[src/design/evm_cbg_pkg.sv]
// ----------------------------------------------------------------------------
// evm_cbg_pkg
// Types and constants for the EVM copy bounds and gas planning unit.
// ----------------------------------------------------------------------------
package evm_cbg_pkg;

  // Largest buffer index or length that a copy may use.
  localparam logic [63:0] BUFFER_LIMIT = 64'd4294967295;
  // Memory size in bytes that the expansion must stay below.
  localparam logic [63:0] MEMORY_LIMIT = 64'd33554432;
  // Smallest word count whose byte size reaches the memory limit.
  localparam logic [63:0] MEM_LIMIT_WORDS = (MEMORY_LIMIT + 64'd31) / 64'd32;

  localparam int IN_DATA_W  = 224;
  localparam int IN_USER_W  = 2;
  localparam int OUT_DATA_W = 224;

  typedef enum logic [1:0] {
    CMD_CALLDATA = 2'd0,
    CMD_CODE     = 2'd1,
    CMD_RETURN   = 2'd2
  } cmd_t;

  typedef enum logic [2:0] {
    ERR_OK         = 3'd0,
    ERR_BUFFER     = 3'd1,
    ERR_GAS        = 3'd2,
    ERR_MEM_LIMIT  = 3'd3,
    ERR_RETURN_OOB = 3'd4
  } err_code_t;

  // Work carried down the pipeline; each stage fills in its own fields.
  typedef struct packed {
    logic        rd;       // return data copy
    logic        zero;     // zero length request
    logic        ovf;      // offset or length beyond the buffer limit
    logic        grow;     // end of destination lies beyond current memory
    logic        rd_oob;   // return data range out of bounds
    logic [31:0] off;
    logic [31:0] len;
    logic [31:0] sstart;
    logic [31:0] avail;
    logic [31:0] copy;
    logic [31:0] pad;
    logic [25:0] cur;
    logic [63:0] gas;
    logic [28:0] nw;       // new memory size in words
    logic [20:0] cw;       // current memory size in words
    logic [27:0] cwl;      // copy length in words
    logic [29:0] cg;       // copy cost
    logic [57:0] sqn;
    logic [41:0] sqc;
    logic [49:0] costn;
    logic [33:0] costc;
    logic [49:0] cost;     // expansion cost
  } plan_t;

  // Result fields; the last member sits in the lowest bits of tdata.
  typedef struct packed {
    logic [31:0] pad_len;
    logic [31:0] copy_len;
    logic [31:0] src_start;
    logic [31:0] dest_start;
    logic [63:0] gas_charged;
    logic [25:0] new_mem_bytes;
    err_code_t   error_code;
  } result_t;

endpackage

[src/design/evm_copy_bounds_and_gas_unit.sv]
// ----------------------------------------------------------------------------
// evm_copy_bounds_and_gas_unit
// Bounds check, memory expansion cost and copy plan for one EVM copy.
// ----------------------------------------------------------------------------
// Path: an accepted transfer on the slave side passes through the stage
// registers s1 to s4 and then the output register before its result appears.
// Throughput: one instruction per cycle; the five register stages each take a
// new item whenever the stage after them is empty or moving.
// Reset: rst is synchronous and active high; it clears every valid bit, so
// the pipeline comes up empty. Payload registers are not reset.
module evm_copy_bounds_and_gas_unit (
  input  logic                              clk,
  input  logic                              rst,
  input  logic                              s_axis_tvalid,
  output logic                              s_axis_tready,
  // Fields from bit 0 up: mem_offset[31:0], mem_offset_huge, length_req[31:0],
  // length_huge, src_index[31:0], src_index_huge, source_len[31:0],
  // current_mem_bytes[25:0], gas_left[63:0], three zero bits.
  input  logic [evm_cbg_pkg::IN_DATA_W-1:0]  s_axis_tdata,
  // Fields from bit 0 up: command[1:0].
  input  logic [evm_cbg_pkg::IN_USER_W-1:0]  s_axis_tuser,
  output logic                              m_axis_tvalid,
  input  logic                              m_axis_tready,
  // Fields from bit 0 up: error_code[2:0], new_mem_bytes[25:0],
  // gas_charged[63:0], dest_start[31:0], src_start[31:0], copy_len[31:0],
  // pad_len[31:0], three zero bits.
  output logic [evm_cbg_pkg::OUT_DATA_W-1:0] m_axis_tdata
);

  import evm_cbg_pkg::*;

  // Input fields as they sit in tdata and tuser.
  logic [1:0]  command;
  logic [31:0] mem_offset;
  logic        mem_offset_huge;
  logic [31:0] length_req;
  logic        length_huge;
  logic [31:0] src_index;
  logic        src_index_huge;
  logic [31:0] source_len;
  logic [25:0] current_mem_bytes;
  logic [63:0] gas_left;

  assign command           = s_axis_tuser[1:0];
  assign mem_offset        = s_axis_tdata[31:0];
  assign mem_offset_huge   = s_axis_tdata[32];
  assign length_req        = s_axis_tdata[64:33];
  assign length_huge       = s_axis_tdata[65];
  assign src_index         = s_axis_tdata[97:66];
  assign src_index_huge    = s_axis_tdata[98];
  assign source_len        = s_axis_tdata[130:99];
  assign current_mem_bytes = s_axis_tdata[156:131];
  assign gas_left          = s_axis_tdata[220:157];

  // Pipeline registers. Stage 1 holds the bounds checks and word counts,
  // stage 2 the squares and the copy split, stage 3 the two size costs,
  // stage 4 the expansion cost, and the output register the final verdict.
  plan_t   s1, s2, s3, s4;
  plan_t   s1_next, s2_next, s3_next, s4_next;
  logic    v1, v2, v3, v4;
  result_t res, res_next;
  logic    res_valid;

  // A stage takes new data when it is empty or its content moves on.
  logic en1, en2, en3, en4, en_out;

  assign en_out = !res_valid || m_axis_tready;
  assign en4    = !v4 || en_out;
  assign en3    = !v3 || en4;
  assign en2    = !v2 || en3;
  assign en1    = !v1 || en2;

  assign s_axis_tready = en1;
  assign m_axis_tvalid = res_valid;
  assign m_axis_tdata  = {3'b000, res};

  // Stage 1: operand checks, destination end in words, source clamping.
  logic [32:0] need;
  logic [33:0] need_round;
  logic [32:0] len_round;
  logic [32:0] src_end;

  always_comb begin
    s1_next = '0;
    need       = {1'b0, mem_offset} + {1'b0, length_req};
    need_round = {1'b0, need} + 34'd31;
    len_round  = {1'b0, length_req} + 33'd31;
    src_end    = {1'b0, src_index} + {1'b0, length_req};

    s1_next.rd   = command[1];
    s1_next.zero = !length_huge && (length_req == '0);
    s1_next.ovf  = length_huge || (64'(length_req) > BUFFER_LIMIT) ||
                   mem_offset_huge || (64'(mem_offset) > BUFFER_LIMIT);
    s1_next.grow = need > 33'(current_mem_bytes);
    s1_next.off  = mem_offset;
    s1_next.len  = length_req;
    s1_next.cur  = current_mem_bytes;
    s1_next.gas  = gas_left;
    s1_next.nw   = need_round[33:5];
    s1_next.cw   = current_mem_bytes[25:5];
    s1_next.cwl  = len_round[32:5];

    // Return data must lie wholly inside the buffer, even for zero length.
    s1_next.rd_oob = command[1] &&
                     (src_index_huge || (src_index > source_len) ||
                      (src_end > {1'b0, source_len}));

    if (command[1]) begin
      s1_next.sstart = src_index;
    end else if (cmd_t'(command) == CMD_CODE) begin
      s1_next.sstart = (src_index_huge || (64'(src_index) > BUFFER_LIMIT)) ?
                       BUFFER_LIMIT[31:0] : src_index;
    end else begin
      s1_next.sstart = (src_index_huge || (src_index > source_len)) ?
                       source_len : src_index;
    end
    s1_next.avail = (s1_next.sstart < source_len) ? (source_len - s1_next.sstart) : '0;
  end

  // Stage 2: squares for both size costs, copy and pad split, copy cost.
  always_comb begin
    s2_next     = s1;
    s2_next.sqn = 58'(s1.nw) * 58'(s1.nw);
    s2_next.sqc = 42'(s1.cw) * 42'(s1.cw);
    s2_next.cg  = 30'(s1.cwl) * 30'd3;
    if (s1.rd) begin
      s2_next.copy = s1.len;
      s2_next.pad  = '0;
    end else begin
      s2_next.copy = (s1.len < s1.avail) ? s1.len : s1.avail;
      s2_next.pad  = s1.len - s2_next.copy;
    end
  end

  // Stage 3: cost of a size of w words is 3*w + w*w/512.
  always_comb begin
    s3_next       = s2;
    s3_next.costn = 50'(s2.nw) * 50'd3 + 50'(s2.sqn[57:9]);
    s3_next.costc = 34'(s2.cw) * 34'd3 + 34'(s2.sqc[41:9]);
  end

  // Stage 4: expansion cost is the difference of the two size costs.
  always_comb begin
    s4_next      = s3;
    s4_next.cost = s3.costn - 50'(s3.costc);
  end

  // Output stage: the checks are applied in the order of the instruction,
  // and each charge that succeeded stays even when a later check fails.
  logic        expand;
  logic [63:0] exp_cost;
  logic [63:0] total;
  logic        exp_short;
  logic        mem_over;

  always_comb begin
    expand    = !s4.zero && !s4.ovf && s4.grow;
    exp_cost  = expand ? 64'(s4.cost) : '0;
    total     = exp_cost + 64'(s4.cg);
    exp_short = 64'(s4.cost) > s4.gas;
    mem_over  = 64'(s4.nw) >= MEM_LIMIT_WORDS;

    res_next               = '0;
    res_next.new_mem_bytes = s4.cur;
    res_next.error_code    = ERR_OK;

    if (!s4.zero && s4.ovf) begin
      res_next.error_code = ERR_BUFFER;
    end else if (expand && exp_short) begin
      res_next.error_code = ERR_GAS;
    end else if (expand && mem_over) begin
      res_next.error_code  = ERR_MEM_LIMIT;
      res_next.gas_charged = exp_cost;
    end else begin
      if (expand) begin
        res_next.new_mem_bytes = 26'({s4.nw, 5'b00000});
      end
      if (s4.rd_oob) begin
        res_next.error_code  = ERR_RETURN_OOB;
        res_next.gas_charged = exp_cost;
      end else if (total > s4.gas) begin
        res_next.error_code  = ERR_GAS;
        res_next.gas_charged = exp_cost;
      end else begin
        res_next.gas_charged = total;
        res_next.dest_start  = s4.off;
        res_next.src_start   = s4.sstart;
        res_next.copy_len    = s4.copy;
        res_next.pad_len     = s4.pad;
      end
    end
  end

  // Valid bits.
  always_ff @(posedge clk) begin
    if (rst) begin
      v1        <= 1'b0;
      v2        <= 1'b0;
      v3        <= 1'b0;
      v4        <= 1'b0;
      res_valid <= 1'b0;
    end else begin
      if (en1) v1 <= s_axis_tvalid;
      if (en2) v2 <= v1;
      if (en3) v3 <= v2;
      if (en4) v4 <= v3;
      if (en_out) res_valid <= v4;
    end
  end

  // Payload registers.
  always_ff @(posedge clk) begin
    if (en1) s1 <= s1_next;
    if (en2) s2 <= s2_next;
    if (en3) s3 <= s3_next;
    if (en4) s4 <= s4_next;
    if (en_out) res <= res_next;
  end

`ifndef NO_ASSERTIONS
  // The slave side only waits when the whole pipeline is full and blocked.
  a_ready_only_on_stall: assert property (@(posedge clk) disable iff (rst)
    !s_axis_tready |-> (m_axis_tvalid && !m_axis_tready))
    else $error("input stalled while the pipeline could move");

  // An accepted transfer always lands in the first stage.
  a_accept_lands: assert property (@(posedge clk) disable iff (rst)
    (s_axis_tvalid && s_axis_tready) |=> v1)
    else $error("accepted transfer was lost at stage 1");

  // A failed instruction carries no copy plan.
  a_error_no_plan: assert property (@(posedge clk) disable iff (rst)
    (m_axis_tvalid && res.error_code != ERR_OK) |->
      (res.dest_start == '0 && res.src_start == '0 &&
       res.copy_len == '0 && res.pad_len == '0))
    else $error("copy plan present on an error result");

  // A buffer overflow charges nothing.
  a_overflow_free: assert property (@(posedge clk) disable iff (rst)
    (m_axis_tvalid && res.error_code == ERR_BUFFER) |-> (res.gas_charged == '0))
    else $error("gas charged on a buffer overflow");
`endif

endmodule

[config.mk]
export PLATFORM = sky130hd
export DESIGN_NAME = evm_copy_bounds_and_gas_unit
export DESIGN_NICKNAME = d
export VERILOG_FILES = /design/src/design/evm_cbg_pkg.sv /design/src/design/evm_copy_bounds_and_gas_unit.sv
export SDC_FILE = /design/constraint.sdc
export NUM_CORES = 2
export LEC_CHECK = 0
export BUFFER_PORTS_ARGS = -buffer_cell sky130_fd_sc_hd__buf_2
export CAP_MARGIN = 20
export CORE_MARGIN = 2
export CORE_UTILIZATION = 49
export DETAILED_ROUTE_END_ITERATION = 7
export GPL_TIMING_DRIVEN = 0
export PLACE_DENSITY = 0.72
export SLEW_MARGIN = 5
export SYNTH_ARGS = -nofsm -noshare
export SYNTH_HDL_FRONTEND = slang
export SYNTH_SLANG_ARGS = --single-unit
[constraint.sdc]
create_clock -name clk -period 22.3 [get_ports clk]
set_input_delay 2.23 -clock clk [delete_from_list [all_inputs] [get_ports clk]]
set_output_delay 2.23 -clock clk [all_outputs]
set_load 0.02 [all_outputs]
# == Word level (Yosys, flattened, before mapping) ==
# Cells that the tools add are included.
# totals
register_bits,1612
input_bits,230
out_inout_bits,226
wordCells,138
# classes
add_sub_neg,10
mul,5
order_cmp,8
eq_ne,1
n_mux,18
reduce_logical,27
# op_table
cell,count
$mux 32,5
$mux 51,3
$mux 26,4
$add 32x32->33,2
$gt 50x64->1,1
$gt 51x64->1,1
$lt 32x32->1,2
$mux 64,1
$sub 32x32->32,2
$mul 29x29->58,1
$add 50x30->51,1
$add 31x49->50,1
$mux 50,1
$sub 50x34->50,1
$mul 21x21->42,1
$add 23x33->34,1
$add 33x5->34 const B,1
$add 32x5->33 const B,1
$gt 33x26->1,1
$gt 33x32->1,1
$gt 32x32->1,1
$logic_not 32->1,1
$mul 29x2->31 const B,1
$mul 28x2->30 const B,1
other kinds (11),33

# == Longest topological paths before layout ==
# depth
word_depth,10
ltp_mapped,38
ltp_nobuf,33

# == Least setup slack after synthesis ==
# No wires, ideal clock.
# synth_timing
kind,in2reg
start,input m_axis_tready
end,"register s1[264] (netlist bit), enable pin"
setup_ns,2.881
arrival_time_ns,9.042
required_time_ns,19.419
path_slack_ns,10.377
path_stages,3
n_path_buf,0
cell_sequence,nor2b_1 and3_1 nand3_1
# synth_via
elab_chain_cells,5
# synth_lines
element,line,rtl
start: declaration,evm_copy_bounds_and_gas_unit.sv:23,"input logic m_axis_tready,"
$logic_or 1x1->1,evm_copy_bounds_and_gas_unit.sv:67,assign en_out = !res_valid || m_axis_tready;
$logic_or 1x1->1,evm_copy_bounds_and_gas_unit.sv:68,assign en4 = !v4 || en_out;
$logic_or 1x1->1,evm_copy_bounds_and_gas_unit.sv:69,assign en3 = !v3 || en4;
$logic_or 1x1->1,evm_copy_bounds_and_gas_unit.sv:70,assign en2 = !v2 || en3;
$logic_or 1x1->1,evm_copy_bounds_and_gas_unit.sv:71,assign en1 = !v1 || en2;
named net s_axis_tready,evm_copy_bounds_and_gas_unit.sv:15,"output logic s_axis_tready,"
end signal: assignment,evm_copy_bounds_and_gas_unit.sv:213,if (en1) s1 <= s1_next;
end: declaration,evm_copy_bounds_and_gas_unit.sv:58,"plan_t s1, s2, s3, s4;"
# The timed path passes the listed nets, and every way through them passes these cells.
# A chain may end at the register's enable or synchronous reset.

==> reports/qor.yml <==
place.gp.congestion: 0.9840
vias: 68990
antenna_found_initial: 72
crit_type: "flip-flop to flip-flop"
wire_per_inst_um: 24.64
end_kind: "flip-flop"
grt_max_degree: 122
first_pass_iters: 6
dr.first_iter.drc_count: 6560
crit_top_cell: "fa_1"
synthTopCellsByArea: "edfxtp_1 44%, fa_1 19%, ha_1 11%, inv_1 5.1%, and2_1 2.6%"
finalWorstSetupSlack_ns: 11.14
die_w_um: 470.8
setup_violations: 0
grt_overflow: 0
ys_seq_elements: 1552
fin_crit_sh_pct: 50.05
drv_slew: 0
drcViolationCount: 0
dieHeight_um: 470.8
clk_pin_slew_worst_paths_ns: 0.06
grt_pass1_vias: 70850
async_flop_share_pct: 0
critical_path_arrival_ns: 11.70
cts_sinks: 1552
yosysUniqueCellTypes: 96
antenna_left: 0
insertion_delay_ns: 0.82
row_count: 171
startpoint_type: "flip-flop"
cts_hold_buf: 0
crit_fanout: 10
yosysSeqAreaShare_pct: 43.60
maxCapViolations: 0
status: "finished clean"
cts.path.max_buffers: 3
crit_path_end: "s2[231]$_DFFE_PP_"
hp-class: "flip-flop to flip-flop"
grt_pass1_wl_mm: 453.8
cts_root_buf: "clkbuf_16"
finalHoldViolations: 0
worst_slew_pin_slew_ns: 1.192
rr_endpoint: "s2[231]$_DFFE_PP_"
critical-path-slowest-cell: "clkbuf_1"
ctsResizeCount: 0
fp.coreArea_um2: 217000
htreeDepth: 4
cts_tree: "done"
cts_buffers: 148
layout-drive-gt1-share_pct: 8.374
cp.required_ns: 22.84
routed_wirelength_mm: 306.2
vias_per_cell: 5.551
holdPathStages: 0
yosysTopAreaCell: "edfxtp_1"
max_slew_margin_pct: 19.83
place_ws_ns: 11.38
fin_crit_ns: 11.16
synth_edf_count: 1547
cts_setup_buffers: 0
synth_ff_type: "edfxtp_1"
rsz0062_at_grt: "no"
initial_core_util_pct: 49.21
port_buffers: 436
synth_top_area_share_pct: 43.51
r2r-start: "s1[330]$_DFFE_PP_"
netlist_instances: 8793
nets: 11580
reg2reg_setup_slack_ns: 11.14
ys.warnings.count: 0
grt_util_all_layers_pct: 27.76
hpwl_mm: 247.7
slowest_delay_ns: 0.86
fmax_ghz: 0.08959
synth_area_per_cell_um2: 12.14
area_growth_syn_to_layout_pct: 10.78
finalSetupTns_ns: 0
pin_count: 456
syn_area_um2: 106800
r2r_cells: 29
fin_skew_ns: 0.04101
post-route-util_pct: 54.52
cp-startpoint: "s1[330]$_DFFE_PP_"
dieArea_um2: 221600
-- final cells by class --
cell class	count	area, um^2
multi-input combinational	5597	54010
inverter	1451	5461
tap	2854	3571
clock inverter	107	1175
fill	17990	98670
clock buffer	164	3764
antenna	31	77.57
timing repair buffer	463	2819
buffer	208	845.8
sequential	1552	46550
-- kinds of logic after synthesis --
logic type / synth area share, %
AOI/OAI and AO/OA: 7.494
xor gates and xnor gates: 3.510
adders and majority gates: 29.72
buffers and inverters: 5.892
DFF: 43.60
muxes: 0.6668
other: 0.003512
and+or+nand+nor: 9.106
-- critical path, delay by kind of cell, from the launching register on --
kind                       cells  cell delay, ns
adders and majority gates      9            4.30
AOI/OAI and AO/OA              9            3.03
buffers and inverters          7            2.05
DFF                            1            0.70
and+or+nand+nor                3            0.62
xor gates and xnor gates       1            0.13
-- how the worst min path moves through the flow --
| stage | end | slack, ns | from |
|---|---|---|---|
| after floorplan | s2[342]$_DFFE_PP_ | 0.40 | s1[342]$_DFFE_PP_ |
| after global placement | s3[409]$_DFFE_PP_ | 0.40 | s2[409]$_DFFE_PP_ |
| after detailed placement | s2[349]$_DFFE_PP_ | 0.40 | s1[349]$_DFFE_PP_ |
| after CTS | s4[476]$_DFFE_PP_ | 0.40 | s3[476]$_DFFE_PP_ |
| after global routing | s4[476]$_DFFE_PP_ | 0.41 | s3[476]$_DFFE_PP_ |
| final | s4[331]$_DFFE_PP_ | 0.41 | s3[331]$_DFFE_PP_ |
-- state kept, by name (all words and copies together), names as in the netlist --
| signal | count |
|---|---|
| m_axis_tdata | 208 |
| m_axis_tvalid | 1 |
| s1 | 280 |
| s2 | 363 |
| s3 | 365 |
| s4 | 331 |
| v1 | 1 |
| v2 | 1 |
| v3 | 1 |
| v4 | 1 |
-- synthesized netlist by cell type (71+ instances only) --
| cell type | n |
|---|---|
| nor2b_1 | 82 |
| nand3_1 | 89 |
| ha_1 | 906 |
| a21o_1 | 237 |
| fa_1 | 1019 |
| clkbuf_1 | 186 |
| and2_1 | 444 |
| o21ai_0 | 183 |
| nor2_1 | 405 |
| o21a_1 | 71 |
| inv_1 | 1448 |
| a21oi_1 | 369 |
| edfxtp_1 | 1547 |
| xnor2_1 | 266 |
| nor3_1 | 85 |
| nand4_1 | 85 |
| xor2_1 | 160 |
| nand2_1 | 527 |
-- per-layer routing --
layer  global-route usage [%]  vias to the layer above  routed length [um]
li1                         -                    31020                   -
met1                    38.15                    34540              128500
met2                    43.63                     2842              140000
met3                    4.682                      563               23550
met4                    12.08                       18               14120
met5                        0                        -                 125
-- cells in the final DEF (no fill, tap or decap), types with 18 or more instances in the layout --
cell type  instances
mux2i_1           43
a211oi_1          30
clkbuf_1         201
nor3_1            85
mux2_2            25
inv_1           1446
nor4_1            23
nand2b_1          57
nor2b_1           82
a21boi_0          21
buf_16            20
clkinv_1          27
a31oi_1           32
o21bai_1          31
o22a_1            34
fa_1            1019
o22ai_1           37
xor2_1           160
buf_4             18
nor2_1           405
nand2_1          525
xnor2_1          266
nand4_1           85
a21oi_1          369
ha_1             906
and3_1            59
and2_1           444
nand3_1           88
clkinv_2          28
or3_1             18
a21o_1           237
clkbuf_16        148
diode_2           31
edfxtp_1        1547
buf_2            439
o21a_1            71
a22o_1            19
o21ai_0          183
-- stage by stage --
| stage | instance area [um^2] | cells | hold slack (ns) |
|---|---|---|---|
| global route | 118200 | 12410 | 0.4078 |
| detailed placement | 113200 | 12120 | 0.4045 |
| floorplan | 106800 | 8808 | 0.4003 |
| global placement | 112600 | 12100 | 0.4006 |
| CTS | 118200 | 12390 | 0.4001 |
| finish | 118300 | 12430 | 0.4071 |
Power is left out: the tool's default activity adds up to more than one toggle a clock period on the data nets, which glitch-free logic cannot reach.
